[src/hdl/single_operand_alu_flags_macros.svh]
// Assertion macros shared by the single-operand ALU RTL.
// Standalone header; used by files that carry concurrent checks.
`ifndef SINGLE_OPERAND_ALU_FLAGS_MACROS_SVH
`define SINGLE_OPERAND_ALU_FLAGS_MACROS_SVH

`ifndef SYNTHESIS

// Check sampled on the rising edge, switched off while reset is high.
`define SOAF_ASSERT(lbl, clk, rst, prop) \
  lbl: assert property (@(posedge clk) disable iff (rst) prop) \
    else $error("soaf check failed");

// Check sampled on the rising edge, also live during reset.
`define SOAF_ASSERT_RST(lbl, clk, prop) \
  lbl: assert property (@(posedge clk) prop) \
    else $error("soaf reset check failed");

`else

`define SOAF_ASSERT(lbl, clk, rst, prop)
`define SOAF_ASSERT_RST(lbl, clk, prop)

`endif

`endif

[src/hdl/soaf_pkg.sv]
// Package for the single-operand ALU: command codes, item structs.
// No dependencies.
package soaf_pkg;

  typedef enum logic [3:0] {
    CMD_CLR  = 4'd0,
    CMD_COM  = 4'd1,
    CMD_INC  = 4'd2,
    CMD_DEC  = 4'd3,
    CMD_NEG  = 4'd4,
    CMD_TST  = 4'd5,
    CMD_ASR  = 4'd6,
    CMD_ASL  = 4'd7,
    CMD_ROR  = 4'd8,
    CMD_ROL  = 4'd9,
    CMD_SWAB = 4'd10,
    CMD_ADC  = 4'd11,
    CMD_SBC  = 4'd12,
    CMD_SXT  = 4'd13
  } cmd_t;

  localparam int unsigned WORD_W = 16;
  localparam int unsigned BYTE_W = 8;

  typedef struct packed {
    logic [3:0]        command;
    logic              byte_mode;
    logic [WORD_W-1:0] operand;
    logic              n;
    logic              z;
    logic              v;
    logic              c;
  } op_item_t;

  typedef struct packed {
    logic [WORD_W-1:0] result;
    logic              write_enable;
    logic              n;
    logic              z;
    logic              v;
    logic              c;
  } res_item_t;

endpackage

[src/hdl/soaf_in_stage.sv]
// Input register stage: holds one accepted operand item.
// Depends on soaf_pkg.
module soaf_in_stage import soaf_pkg::*; (
  input  logic     clk,
  input  logic     rst,
  input  logic     up_valid,
  output logic     up_ready,
  input  op_item_t up_item,
  output logic     dn_valid,
  input  logic     dn_ready,
  output op_item_t dn_item
);

  logic     valid;
  op_item_t item;

  assign up_ready = !valid || dn_ready;
  assign dn_valid = valid;
  assign dn_item  = item;

  always_ff @(posedge clk) begin
    if (rst) begin
      valid <= 1'b0;
    end else if (up_ready) begin
      valid <= up_valid;
    end
  end

  always_ff @(posedge clk) begin
    if (up_ready && up_valid) begin
      item <= up_item;
    end
  end

endmodule

[src/hdl/soaf_exec.sv]
// Combinational execute logic for the fourteen single-operand commands.
// Depends on soaf_pkg.
module soaf_exec import soaf_pkg::*; (
  input  op_item_t  op,
  output res_item_t res
);

  logic [WORD_W-1:0] mask;
  logic [WORD_W-1:0] sign;
  logic [WORD_W-1:0] maxpos;
  logic [WORD_W-1:0] dst;
  logic [WORD_W-1:0] r;
  logic [WORD_W-1:0] rm;
  logic [WORD_W-1:0] cin_w;
  logic              nz_from_r;
  logic              v;
  logic              c;
  logic              n;
  logic              z;
  logic              we;
  logic [WORD_W-1:0] full_r;

  always_comb begin
    mask   = op.byte_mode ? 16'h00FF : 16'hFFFF;
    sign   = op.byte_mode ? 16'h0080 : 16'h8000;
    maxpos = op.byte_mode ? 16'h007F : 16'h7FFF;
    dst    = op.operand & mask;
    cin_w  = {{(WORD_W-1){1'b0}}, op.c};
    r         = dst;
    nz_from_r = 1'b1;
    we        = 1'b1;
    v         = op.v;
    c         = op.c;
    n         = op.n;
    z         = op.z;
    full_r    = op.operand;

    unique case (op.command)
      CMD_CLR: begin
        r = '0; v = 1'b0; c = 1'b0;
      end
      CMD_COM: begin
        r = ~dst; v = 1'b0; c = 1'b1;
      end
      CMD_INC: begin
        r = dst + 16'd1; v = (dst == maxpos);
      end
      CMD_DEC: begin
        r = dst - 16'd1; v = (dst == sign);
      end
      CMD_NEG: begin
        r = 16'd0 - dst;
        v = ((r & mask) == sign);
        c = ((r & mask) != '0);
      end
      CMD_TST: begin
        we = 1'b0; v = 1'b0; c = 1'b0;
      end
      CMD_ASR: begin
        c = dst[0]; r = (dst >> 1) | (dst & sign);
      end
      CMD_ASL: begin
        c = |(dst & sign); r = dst << 1;
      end
      CMD_ROR: begin
        c = dst[0]; r = (dst >> 1) | (op.c ? sign : '0);
      end
      CMD_ROL: begin
        c = |(dst & sign); r = ((dst << 1) & mask) | cin_w;
      end
      CMD_SWAB: begin
        nz_from_r = 1'b0;
        full_r = {op.operand[BYTE_W-1:0], op.operand[WORD_W-1:BYTE_W]};
        n = op.operand[WORD_W-1];
        z = (op.operand[WORD_W-1:BYTE_W] == '0);
        v = 1'b0; c = 1'b0;
      end
      CMD_ADC: begin
        r = dst + cin_w;
        v = (dst == maxpos) && op.c;
        c = (dst == mask) && op.c;
      end
      CMD_SBC: begin
        r = dst - cin_w;
        v = (dst == sign);
        c = (dst == '0) && op.c;
      end
      CMD_SXT: begin
        nz_from_r = 1'b0;
        full_r = op.n ? 16'hFFFF : 16'h0000;
        z = !op.n; v = 1'b0;
      end
      default: begin
        // undefined codes: no operation, flags pass through
        nz_from_r = 1'b0;
        we = 1'b0;
      end
    endcase

    rm = r & mask;
    if (nz_from_r) begin
      n = |(rm & sign);
      z = (rm == '0);
      full_r = op.byte_mode ? {op.operand[WORD_W-1:BYTE_W], rm[BYTE_W-1:0]} : rm;
    end

    res.result       = full_r;
    res.write_enable = we;
    res.n            = n;
    res.z            = z;
    res.v            = v;
    res.c            = c;
  end

endmodule

[src/hdl/soaf_out_stage.sv]
// Result register stage: holds one finished result item for the receiver.
// Depends on soaf_pkg.
module soaf_out_stage import soaf_pkg::*; (
  input  logic      clk,
  input  logic      rst,
  input  logic      up_valid,
  output logic      up_ready,
  input  res_item_t up_item,
  output logic      dn_valid,
  input  logic      dn_ready,
  output res_item_t dn_item
);

  logic      valid;
  res_item_t item;

  assign up_ready = !valid || dn_ready;
  assign dn_valid = valid;
  assign dn_item  = item;

  always_ff @(posedge clk) begin
    if (rst) begin
      valid <= 1'b0;
    end else if (up_ready) begin
      valid <= up_valid;
    end
  end

  always_ff @(posedge clk) begin
    if (up_ready && up_valid) begin
      item <= up_item;
    end
  end

endmodule

[src/hdl/single_operand_alu_flags.sv]
// Top level of the single-operand ALU execute unit.
// Depends on soaf_pkg, soaf_in_stage, soaf_exec, soaf_out_stage and the macro header.
//
// Usage:
//  - Input channel: in_valid/in_ready carry one item (command, byte_mode,
//    operand and the incoming N, Z, V, C flags). Accepted when both are high.
//  - Output channel: out_valid/out_ready carry one result item (result,
//    write_enable and the new flags) per input item, in order.
//  - Path: an accepted item sits in the input register, goes through the
//    execute logic and is captured in the result register, from which the
//    receiver takes it.
//  - Throughput: one item per cycle while out_ready is high, set by the single
//    pass through the execute logic between the input and result registers.
//  - Stall: each register refills whenever its contents move on, so a
//    stalled receiver holds the result register; the input register then
//    holds too and in_ready drops once both are full. Nothing is dropped.
//  - Reset (rst, synchronous, active high) empties both registers;
//    in_ready is high straight after reset.
//  - byte_mode works on the low byte and carries the high byte through;
//    swab and sxt always work on the whole word.
`include "single_operand_alu_flags_macros.svh"

module single_operand_alu_flags import soaf_pkg::*; (
  input  logic              clk,
  input  logic              rst,
  input  logic              in_valid,
  output logic              in_ready,
  input  logic [3:0]        command,
  input  logic              byte_mode,
  input  logic [WORD_W-1:0] operand,
  input  logic              n_in,
  input  logic              z_in,
  input  logic              v_in,
  input  logic              c_in,
  output logic              out_valid,
  input  logic              out_ready,
  output logic [WORD_W-1:0] result,
  output logic              write_enable,
  output logic              n_out,
  output logic              z_out,
  output logic              v_out,
  output logic              c_out
);

  op_item_t  in_item;
  op_item_t  ex_item;     // operand item held in the input register
  logic      ex_valid;
  logic      ex_ready;    // result register can take the next result
  res_item_t ex_res;
  res_item_t out_item;

  // Gather the port fields into one item.
  assign in_item = '{command:   command,
                     byte_mode: byte_mode,
                     operand:   operand,
                     n:         n_in,
                     z:         z_in,
                     v:         v_in,
                     c:         c_in};

  soaf_in_stage u_in_stage (
    .clk      (clk),
    .rst      (rst),
    .up_valid (in_valid),
    .up_ready (in_ready),
    .up_item  (in_item),
    .dn_valid (ex_valid),
    .dn_ready (ex_ready),
    .dn_item  (ex_item)
  );

  // Single pass of execute logic between the two registers.
  soaf_exec u_exec (
    .op  (ex_item),
    .res (ex_res)
  );

  soaf_out_stage u_out_stage (
    .clk      (clk),
    .rst      (rst),
    .up_valid (ex_valid),
    .up_ready (ex_ready),
    .up_item  (ex_res),
    .dn_valid (out_valid),
    .dn_ready (out_ready),
    .dn_item  (out_item)
  );

  assign result       = out_item.result;
  assign write_enable = out_item.write_enable;
  assign n_out        = out_item.n;
  assign z_out        = out_item.z;
  assign v_out        = out_item.v;
  assign c_out        = out_item.c;

  // Both registers are empty straight after reset.
  `SOAF_ASSERT_RST(a_reset_empty, clk, rst |=> !out_valid && !ex_valid)
  // A held operand item must not change while the result register is full.
  `SOAF_ASSERT(a_ex_hold, clk, rst, ex_valid && !ex_ready |=> ex_valid && $stable(ex_item))
  // An operand item moving on always lands in the result register.
  `SOAF_ASSERT(a_ex_moves, clk, rst, ex_valid && ex_ready |=> out_valid)
  // Test never asks for a write back.
  `SOAF_ASSERT(a_tst_no_write, clk, rst, ex_valid && ex_item.command == CMD_TST |-> !ex_res.write_enable)

endmodule

[config.mk]
export PLATFORM = sky130hd
export DESIGN_NAME = single_operand_alu_flags
export DESIGN_NICKNAME = d
export VERILOG_FILES = /design/src/hdl/soaf_pkg.sv /design/src/hdl/soaf_in_stage.sv /design/src/hdl/soaf_exec.sv /design/src/hdl/soaf_out_stage.sv /design/src/hdl/single_operand_alu_flags.sv
export VERILOG_INCLUDE_DIRS = /design/src /design/src/hdl
export SDC_FILE = /design/constraint.sdc
export NUM_CORES = 1
export LEC_CHECK = 0
export BUFFER_PORTS_ARGS = -buffer_cell sky130_fd_sc_hd__buf_2
export CAP_MARGIN = 20
export CORE_UTILIZATION = 46
export CTS_BUF_LIST = sky130_fd_sc_hd__clkbuf_8
export DETAILED_ROUTE_END_ITERATION = 7
export PLACE_DENSITY = 0.68
export RECOVER_POWER = 100
export SLEW_MARGIN = 10
export SYNTH_ARGS = -nofsm -noshare
export SYNTH_HDL_FRONTEND = slang
export SYNTH_SLANG_ARGS = --single-unit
[constraint.sdc]
create_clock -name clk -period 4.1 [get_ports clk]
set_input_delay 1.23 -clock clk [delete_from_list [all_inputs] [get_ports clk]]
set_output_delay 1.23 -clock clk [all_outputs]
set_load 0.005 [all_outputs]
# == After elaboration in Yosys (flattened, before gate mapping) ==
# Index checks and enable logic that the tools add are counted.
# totals
regBits,48
latch_bits,0
mem_bits_rw,0
romBits,0
input_bits,29
out_inout_bits,23
elab_cells,88
n_memories,0
# classes
addsub,5
multipliers,0
div,0
n_lt_le_gt_ge,0
n_eq_ne,17
shifts,0
muxes,17
n_bitwise,10
reduce_logical,24
# op_table
op,count
$pmux W16 S11,1
$and A16 B16 Y16,6
$mux W16,6
$eq A16 B16 Y1,4
$logic_not A16 Y1,2
$or A15 B16 Y16,2
$pmux W16 S2,1
$reduce_or A16 Y1,2
$eq A4 B4 Y1 const B,6
$add A16 B1 Y16,1
$add A16 B1 Y16 const B,1
$eq A4 B3 Y1 const B,4
$not A16 Y16,1
$or A16 B1 Y16,1
$reduce_bool A16 Y1,1
$sub A1 B16 Y16 const A,1
$sub A16 B1 Y16,1
$sub A16 B1 Y16 const B,1
$mux W15,1
$reduce_or A13 Y1,1
$reduce_or A12 Y1,1
$eq A4 B2 Y1 const B,2
$logic_not A8 Y1,1
$pmux W1 S7,1
other kinds (11),24

# == Longest topological paths before layout ==
# Gate-level depths: netlist of run 1.
# logic_depth
depth_word,9
mapped_depth,19
ltp_nobuf,15

# == Cells and area by module ==
# A second synthesis of run 1 with hierarchy kept.
# unflattened
hier_cells,603
hier_area_um2,4924.7
# by_module_without_submodules
module,n_inst,cells_each,area_each_um2,seq_area_each_um2
soaf_exec,1,547,3433.3,0.0
soaf_in_stage,1,30,805.8,770.7
soaf_out_stage,1,26,685.7,650.6

# == Worst setup path after synthesis of run 1 ==
# OpenSTA, ideal clock, no wires.
# synth_path
path_kind,reg2reg
start,"register u_in_stage.item, in the netlist u_in_stage.dn_item[21]"
end,"register u_out_stage.item, in the netlist u_out_stage.dn_item[2], data pin"
setup_time_ns,0.145
arrival_time_ns,3.810
required_ns,3.955
slack_ns,0.145
path_stages_with_launch,17
n_path_buf,4
period_less_slack_ns,3.955
cell_sequence,edfxtp_1 buf_2 buf_2 buf_1 clkbuf_1 nand2b_1 o21ai_0 nand2_1 ha_1 or3b_1 nor2_1 o21ai_0 a2111oi_0 a31oi_1 a311o_1 or4_1 o21ai_1
# synth_lines
item,line,rtl
"start, declared",soaf_in_stage.sv:15,op_item_t item;
"start signal, assigned",soaf_in_stage.sv:31,item <= up_item;
"end signal, assigned",soaf_out_stage.sv:31,item <= up_item;
"end, declared",soaf_out_stage.sv:15,res_item_t item;

==> impl_metrics.yaml, run 1 <==
run_status:
  status: "complete, no violations"
global_route:
  antenna_found_initial: 0
  track_usage_pct: 32.8
  overflow: 0
  grt.met3_usage_pct: 5.65
  busiest_layer: "met2"
  grt_start_max_net_pins: 43
  grt_pass1_wl_um: 25900
  grt_util_met2_pct: 50.5
  grt_util_met1_pct: 45.2
  grt_pass1_vias: 4644
yosys:
  postSynthAreaPerCell_um2: 7.94
  synth_async_sr_flop_share_pct: 0
  synth_common_cells: "52 x nor2_1, 50 x a21oi_1, 46 x edfxtp_1"
  yosys.area_share.simple_pct: 25.3
  synthXorXnorAreaFrac_pct: 2.39
  synthTopCellsByArea: "edfxtp_1 29%, a21oi_1 5.3%, nor2_1 4.1%"
  synth_seq_cells: 48
  muxShareOfSynthArea_pct: 2.89
  synthAdderAreaFrac_pct: 2.39
  yosysTopAreaCell: "edfxtp_1"
  synth_compound_area_share_pct: 30.3
  syn_nets: 632
  synth_top_family_by_area: "compound AO/OA/AOI/OAI gates"
  synth_edf_count: 46
  ys_warn_count: 0
  synth_seq_area_share_pct: 30.1
  post_synth_inst_count: 594
  synthFlopType: "edfxtp_1"
  syn-cell-area_um2: 4720
  synth.most_common_cell: "nor2_1"
  synth.distinct_cells: 80
  yosysTopAreaCellShare_pct: 29.3
timing:
  fin_skew_ps: 10.9
  timing.slew.headroom_pct: 20.6
  tns_ps: 0
  worst_pin_slew_ps: 1180
  hold_viol: 0
  drv_slew: 0
  period_needed_ps: 3920
  clock.fmax_mhz: 255
  rsz0062_at_grt: "no"
  period_share_pct: 95.6
  worst_slack_ps: 182
  finalSetupViolCount: 0
  hold_ws_ps: 527
min_path:
  hold_path_depth: 2
  whs_endpoint: "u_out_stage.dn_valid"
  min_path_type: "flip-flop to flip-flop"
  worstHoldStart: "u_in_stage.dn_valid"
critical_path:
  slowest_delay_ps: 590
  slowest_stage: "edfxtp_1"
  required_ps: 4140
  path_class: "flip-flop to flip-flop"
  cp-start-kind: "flip-flop"
  r2r_cells: 10
  path_max_fanout: 10
  r2r_slack_ps: 180
  cp_cell_sequence: "inv_1, ha_1, nor3b_1, nand3_1, or3_1, o21ai_0, nor4b_2, a21oi_1, o41ai_1, o2111ai_1"
  rr_startpoint: "u_in_stage.dn_item[4]"
  endpoint_kind: "flip-flop"
  rr_endpoint: "u_out_stage.dn_item[0]"
  cp.arrival_ps: 3960
cts:
  clock-root-buffer: "clkbuf_8"
  ctsResizeCount: 0
  htree_levels: 2
  cts_buffers: 5
  cts_setup_buffers: 0
  clk_pin_slew_ps: 90
  hold_buffers: 0
  clk_latency_ps: 320
  cts.path.max_buffers: 2
  cts_tree: "built"
  numClockSinks: 48
routing:
  dr.pass1.iters: 5
  route.vias.total: 5202
  wirelength_um: 16700
  drc_errors: 0
  antenna_left: 0
  wl_per_cell_um: 22.0
  drt_iter0_markers: 600
  drt-vias-per-instance: 6.85
cells_and_area:
  n_antenna_cell: 0
  nets: 663
  drive_above_1_share_pct: 14.9
  synthToLayoutAreaGrowth_pct: 11.4
pwr:
  power_density_nw_per_um2: 275
  p_leak_nw: 1.84
  max-vdd-ir-drop_v: 0.000160
floorplan:
  ios: 52
  die_area_um2: 10700
  core_area_um2: 9860
  placementRows: 36
  fp.dieH_um: 103
  start_util_pct: 47.8
  die_w_um: 103
place:
  gp_congestion: 0.989
  placement.io_buffers: 51
  post-dp-hpwl_um: 12100
  dp_slack_ps: 145
job:
  drv_cap: 0
-- metrics by stage --
stage	cells	power, W	utilization [%]	cell area [um^2]
after floorplan	594	0.000888	-	4720
after global placement	750	0.00103	52.3	5160
after detailed placement	750	0.00103	52.3	5160
after CTS	758	0.00144	53.7	5290
after global routing	759	0.00150	53.3	5260
final	759	0.00145	53.3	5260
-- per-layer routing --
layer	vias to the layer above	share of wire, %
met5	-	0
met4	0	3.9
met3	61	10
met2	367	44
met1	2437	42
li1	2337	-
-- kinds of logic (layout without fill, tap and decap cells) --
kind of cell | Yosys count | after routing
compound gates | 208 | 208
fa+ha+maj | 9 | 9
mux | 13 | 13
flops | 48 | 48
buf+inv | 79 | 111
simple gates | 225 | 225
xor+xnor | 12 | 12
-- power by group --
group	total (W)	switching, W	internal (W)
logic	0.000420	0.000266	0.000154
clock network	0.000413	0.000172	0.000241
registers	0.000613	0.0000354	0.000578
total	0.00145	0.000473	0.000973
-- flip-flops by register name, indices dropped and copies added (netlist names) --
signal                count
u_in_stage.dn_item       25
u_out_stage.dn_valid      1
u_out_stage.dn_item      21
u_in_stage.dn_valid       1
-- worst max-delay path by stage --
stage	startpoint	end	slack (ps)
finish	u_in_stage.dn_item[4]	u_out_stage.dn_item[0]	180
global route	u_in_stage.dn_item[4]	u_out_stage.dn_item[0]	40
CTS	u_in_stage.dn_item[4]	u_out_stage.dn_item[0]	120
detailed placement	u_in_stage.dn_item[4]	u_out_stage.dn_item[0]	140
global placement	u_in_stage.dn_item[4]	u_out_stage.dn_item[0]	150
floorplan	u_in_stage.dn_item[21]	u_out_stage.dn_item[2]	140
-- worst max-delay path, delay by kind of cell, from the launching register on --
| kind | cells | cell delay [ps] |
|---|---|---|
| adders and majority gates | 1 | 390 |
| buffers and inverters | 1 | 260 |
| DFF | 1 | 590 |
| and+or+nand+nor | 4 | 1570 |
| AOI/OAI and AO/OA | 4 | 840 |
-- final cells by class --
cell class | count | area (um^2)
Tap cell | 133 | 166
Multi-Input combinational cell | 467 | 2990
Timing Repair Buffer | 86 | 483
Inverter | 17 | 63.8
Sequential cell | 48 | 1420
Clock buffer | 5 | 68.8
Fill cell | 977 | 4610
Clock inverter | 3 | 63.8
-- cell usage in the layout (no fill, tap or decap), types with 8 or more instances in the layout --
master and n:
buf_4 32, o21a_1 8, a21oi_1 50, ha_1 9, nor3_1 19, edfxtp_1 46
nor2b_1 14, nor2_1 52, o21ai_0 38, nand2b_1 16, clkbuf_1 22, inv_1 14
nand3_1 20, or3_1 9, a221oi_1 19, nor4_1 12, mux2i_1 8, nand2_1 43
o211ai_1 13, buf_2 32
(Power assumes the default switching activity.)
==> run 2: changes to the inputs <==
--- a/config.mk
+++ b/config.mk
@@ -11,7 +11,7 @@
 export CORE_UTILIZATION = 46
 export CTS_BUF_LIST = sky130_fd_sc_hd__clkbuf_8
 export DETAILED_ROUTE_END_ITERATION = 7
-export PLACE_DENSITY = 0.68
+export PLACE_DENSITY = 0.65
 export RECOVER_POWER = 100
 export SLEW_MARGIN = 10
 export SYNTH_ARGS = -nofsm -noshare
==> constraint.sdc (replaced) <==
create_clock -name clk -period 4.42 [get_ports clk]
set_input_delay 1.326 -clock clk [delete_from_list [all_inputs] [get_ports clk]]
set_output_delay 1.326 -clock clk [all_outputs]
set_load 0.005 [all_outputs]
==> run 2 against run 1 <==
Cell area down 1.1%. Power fell by 13%. Routed wire length increased by 2.3%. The run now ends with capacitance limit, slew limit left. Via count decreased by 0.75%.
==> impl_metrics.yaml, run 2 (synthesis gave the netlist of run 1 again) <==
cells_and_area:
  multi_input_area_um2: 2990
  utilization_pct: 52.7
  drive_above_1_share_pct: 14.3
  seqCellArea_um2: 1420
  fin_area_um2: 5200
  synthToLayoutAreaGrowth_pct: 10.2
  n_antenna_cell: 0
  largest_register_ffs: 25
  nets: 661
  stdcell_count: 757
  nFillCells: 956
  final_common_cell: "nor2_1"
  layout_common_cells: "52 x nor2_1, 50 x a21oi_1, 46 x edfxtp_1"
timing:
  finalSetupViolCount: 0
  worst_pin_slew_ps: 1870
  hold_viol: 0
  worst_slack_ps: 535
  period_needed_ps: 3880
  fin_skew_ps: 15.1
  clock.fmax_mhz: 257
  rsz0062_at_grt: "no"
  drv_slew: 19
  period_share_pct: 87.9
  tns_ps: 0
  timing.slew.headroom_pct: -25.8
cts:
  htree_levels: 2
  cts_tree: "built"
  cts_buffers: 5
  clock-root-buffer: "clkbuf_8"
  ctsResizeCount: 0
  cts.path.max_buffers: 2
  hold_buffers: 0
  clk_pin_slew_ps: 100
  clk_latency_ps: 320
  cts_setup_buffers: 0
  numClockSinks: 48
place:
  post-dp-hpwl_um: 12500
  post-place-cells: 746
  placedInstanceArea_um2: 5130
  gp_congestion: 1.01
  dp_slack_ps: 822
  placement.io_buffers: 51
floorplan:
  die_w_um: 103
  start_util_pct: 47.8
  die_area_um2: 10700
  fp.dieH_um: 103
  ios: 52
  core_area_um2: 9860
  placementRows: 36
routing:
  route.vias.total: 5163
  drc_errors: 0
  dr.pass1.iters: 5
  wirelength_um: 17100
  drt-vias-per-instance: 6.82
  drt_iter0_markers: 579
  antenna_left: 0
  wl_per_cell_um: 22.6
critical_path:
  cp_cell_sequence: "nand4bb_1, o21a_1, inv_1, ha_1, nand2b_1, a2bb2oi_1, o21ai_0, a2111oi_0, a31oi_1, a311o_1, or4_1, o21ai_0"
  path_max_fanout: 10
  rr_startpoint: "u_in_stage.dn_item[21]"
  slowest_stage: "or4_1"
  rr_endpoint: "u_out_stage.dn_item[2]"
  crit_family: "compound AO/OA/AOI/OAI gates"
  slowest_delay_ps: 520
  crit_top_cell: "o21ai_0"
  required_ps: 4590
  r2r_cells: 12
  cp-start-kind: "flip-flop"
  r2r_slack_ps: 540
  path_class: "flip-flop to flip-flop"
  endpoint_kind: "flip-flop"
  critPathBufInv: 1
  cp.arrival_ps: 4050
job:
  drv_cap: 1
min_path:
  worstHoldStart: "u_in_stage.dn_valid"
  hold_path_depth: 2
  min_path_type: "flip-flop to flip-flop"
  whs_endpoint: "u_out_stage.dn_valid"
global_route:
  grt_start_max_net_pins: 49
  overflow: 0
  grt_pass1_wl_um: 26300
  grt_pass1_vias: 4665
  antenna_found_initial: 0
  track_usage_pct: 33.3
run_status:
  violations: "capacitance limit, slew limit"
  status: "finished, violations left"
pwr:
  p_leak_nw: 1.82
  power_density_nw_per_um2: 241
  max-vdd-ir-drop_v: 0.000141
==> run 2: worst max-delay path by stage <==
stage,from,to,slack (ps),depth (start not counted)
2_1_floorplan,u_in_stage.dn_item[21],u_out_stage.dn_item[2],460,16
3_3_place_gp,u_in_stage.dn_item[20],u_out_stage.dn_item[2],870,10
3_5_place_dp,u_in_stage.dn_item[21],u_out_stage.dn_item[2],820,12
4_1_cts,u_in_stage.dn_item[21],u_out_stage.dn_item[2],780,12
5_1_grt,u_in_stage.dn_item[20],u_out_stage.dn_item[0],270,11
6_report,u_in_stage.dn_item[21],u_out_stage.dn_item[2],540,12
==> run 2: worst register-to-register path, stage by stage, from the launching register on <==
cell and delay, ps:
edfxtp_1 460, nand4bb_1 300, o21a_1 210, inv_1 290
ha_1 380, nand2b_1 160, a2bb2oi_1 210, o21ai_0 100
a2111oi_0 420, a31oi_1 140, a311o_1 400, or4_1 520
o21ai_0 140
==> run 2: report_power, final <==
group	internal [W]	total (W)	switching, W
clock network	0.000126	0.000291	0.000164
registers	0.000536	0.000567	0.0000311
logic	0.000142	0.000394	0.000252
total	0.000804	0.00125	0.000448
==> run 2: metal layers <==
layer | global-route usage, % | routed length, um | vias to the layer above
met1 | 45.8 | 7080 | 2428
met4 | 15.2 | 795 | 0
li1 | - | - | 2337
met5 | 0 | 0 | -
met2 | 50.7 | 7530 | 337
met3 | 6.18 | 1680 | 61
==> run 2: per-stage QoR <==
stage | hold slack [ps] | total power (W)
after global placement | 497 | 0.000960
after detailed placement | 510 | 0.000960
after floorplan | 478 | 0.000823
final | 530 | 0.00125
after CTS | 531 | 0.00125
after global routing | 568 | 0.00131
==> run 2: cell type report <==
type / instances / share of cell area, %
timing repair buffer: 84 / 8.93
clock buffer: 6 / 1.59
inverter: 17 / 1.23
tap: 133 / 3.20
clock inverter: 2 / 0.241
multi-input combinational: 467 / 57.5
sequential: 48 / 27.3
==> run 3: changes to the inputs <==
--- a/config.mk
+++ b/config.mk
@@ -8,10 +8,12 @@
 export LEC_CHECK = 0
 export BUFFER_PORTS_ARGS = -buffer_cell sky130_fd_sc_hd__buf_2
 export CAP_MARGIN = 20
-export CORE_UTILIZATION = 46
+export CELL_PAD_IN_SITES_DETAIL_PLACEMENT = 2
+export CELL_PAD_IN_SITES_GLOBAL_PLACEMENT = 2
+export CORE_UTILIZATION = 36
 export CTS_BUF_LIST = sky130_fd_sc_hd__clkbuf_8
 export DETAILED_ROUTE_END_ITERATION = 7
-export PLACE_DENSITY = 0.65
+export PLACE_DENSITY_LB_ADDON = 0.1
 export RECOVER_POWER = 100
 export SLEW_MARGIN = 10
 export SYNTH_ARGS = -nofsm -noshare
==> run 3 against run 2 <==
Clock power is 22% higher. Die area increased by 27%. Fmax down 9.2%. Critical path depth down 2. Largest cell class unchanged. Setup slack got worse by 390 ps. First-iteration DRC count shrank 16%. Count of clock-buffer cells in the layout shrank 1. Combinational power increased by 5.8%. Clock skew shrank 1.3 ps. Global-route usage fell by 0.076 points. The run still ends with capacitance limit, slew limit left.
==> impl_metrics.yaml, run 3 (synthesis gave the netlist of run 1 again) <==
run_status:
  status: "finished, violations left"
  violations: "capacitance limit, slew limit"
min_path:
  worstHoldStart: "u_in_stage.dn_valid"
  hold_path_depth: 2
  min_path_type: "flip-flop to flip-flop"
  whs_endpoint: "u_out_stage.dn_valid"
place:
  post-place-cells: 790
  post-dp-hpwl_um: 16000
  placement.io_buffers: 51
  dp_slack_ps: 17.1
  gp_congestion: 0.887
cells_and_area:
  largest_register_ffs: 25
  utilization_pct: 41.7
  synthToLayoutAreaGrowth_pct: 12.3
  stdcell_count: 799
  final_common_cell: "nor2_1"
  n_antenna_cell: 0
  nets: 664
  layout_common_cells: "52 x nor2_1, 50 x a21oi_1, 46 x edfxtp_1"
  drive_above_1_share_pct: 15.6
routing:
  drc_errors: 0
  antenna_left: 0
  drt-vias-per-instance: 6.50
  wirelength_um: 21600
  dr.pass1.iters: 5
  wl_per_cell_um: 27.0
  route.vias.total: 5195
  drt_iter0_markers: 485
floorplan:
  die_w_um: 116
  core_area_um2: 12700
  die_area_um2: 13600
  fp.dieH_um: 116
  ios: 52
  start_util_pct: 37.1
  placementRows: 41
timing:
  hold_viol: 0
  drv_slew: 26
  worst_slack_ps: 141
  period_needed_ps: 4280
  finalSetupViolCount: 0
  fin_skew_ps: 13.8
  worst_pin_slew_ps: 1690
  period_share_pct: 96.8
  hold_ws_ps: 559
  timing.slew.headroom_pct: -12.5
  rsz0062_at_grt: "no"
  clock.fmax_mhz: 234
critical_path:
  required_ps: 4470
  path_class: "flip-flop to flip-flop"
  rr_startpoint: "u_in_stage.dn_item[4]"
  r2r_cells: 10
  r2r_slack_ps: 140
  rr_endpoint: "u_out_stage.dn_item[0]"
  cp.arrival_ps: 4330
  endpoint_kind: "flip-flop"
  path_max_fanout: 10
  cp-start-kind: "flip-flop"
pwr:
  power_density_nw_per_um2: 253
  p_leak_nw: 1.84
  max-vdd-ir-drop_v: 0.000126
  power_w: 0.00134
global_route:
  antenna_found_initial: 0
  grt_pass1_vias: 5309
  overflow: 0
  grt_pass1_wl_um: 32600
  grt_start_max_net_pins: 35
  track_usage_pct: 33.2
cts:
  clk_latency_ps: 340
  cts.path.max_buffers: 2
  cts_buffers: 5
  htree_levels: 2
  clk_pin_slew_ps: 100
  cts_tree: "built"
  numClockSinks: 48
  clock-root-buffer: "clkbuf_8"
job:
  drv_cap: 1
run 3: cell types whose count changed in the layout (fill, tap and decap cells not counted), sizes merged:
cell      before  now
clkinvlp       0    1
clkinv         2    1
clkbuf        31   27
bufinv         0    1
buf           59   65
run 3: layer usage:
metal / GRT usage [%] / part of all wire [%] / vias to the layer above
li1: - / - / 2337
met1: 43.7 / 44 / 2621
met2: 54.0 / 47 / 186
met3: 4.88 / 5.5 / 51
met4: 14.4 / 4.1 / 0
met5: 0 / 0 / -
run 3: worst max-delay path, stage by stage (launching register included):
cell,delay (ps)
edfxtp_1,630
inv_1,240
ha_1,420
nor3b_1,420
nand3_1,320
or3_1,480
o21ai_0,150
nor4b_2,410
a21oi_1,130
o41ai_1,590
o2111ai_1,210
run 3: per-stage QoR:
stage	TNS (ps)	instance area [um^2]
2_1_floorplan	0	4720
3_3_place_gp	-44.5	5210
3_5_place_dp	0	5220
4_1_cts	0	5330
5_1_grt	0	5300
6_report	0	5300
run 3: how the worst max path moves through the flow:
stage	from	endpoint	slack, ps	depth (start not counted)
after global placement	u_in_stage.dn_item[4]	u_out_stage.dn_item[0]	-40	10
after floorplan	u_in_stage.dn_item[21]	u_out_stage.dn_item[2]	460	16
after detailed placement	u_in_stage.dn_item[4]	u_out_stage.dn_item[0]	20	10
final	u_in_stage.dn_item[4]	u_out_stage.dn_item[0]	140	10
after global routing	u_in_stage.dn_item[4]	u_out_stage.dn_item[0]	60	10
after CTS	u_in_stage.dn_item[4]	u_out_stage.dn_item[0]	1	10
run 3: power by group:
group / switching [W] / leakage, nW / total [W] / internal, W
combinational: 0.000273 / 1.33 / 0.000417 / 0.000144
clock: 0.000184 / 0.0548 / 0.000355 / 0.000171
sequential: 0.0000346 / 0.457 / 0.000571 / 0.000536
total: 0.000492 / 1.84 / 0.00134 / 0.000851
run 3: area by class of cell:
class,count,area (um^2)
Multi-Input combinational cell,467,3000
Timing Repair Buffer,87,489
Clock inverter,3,46.3
Fill cell,1494,7420
Sequential cell,48,1420
Tap cell,172,215
Clock buffer,5,68.8
Inverter,17,63.8
run 3: what timing repair did:
| action | CTS | global route |
|---|---|---|
| setup buffers | 0 | 0 |
| hold buffers | 0 | 0 |
| setup endpoints to repair | 0 | 1 |
| resized for setup | 0 | 1 |
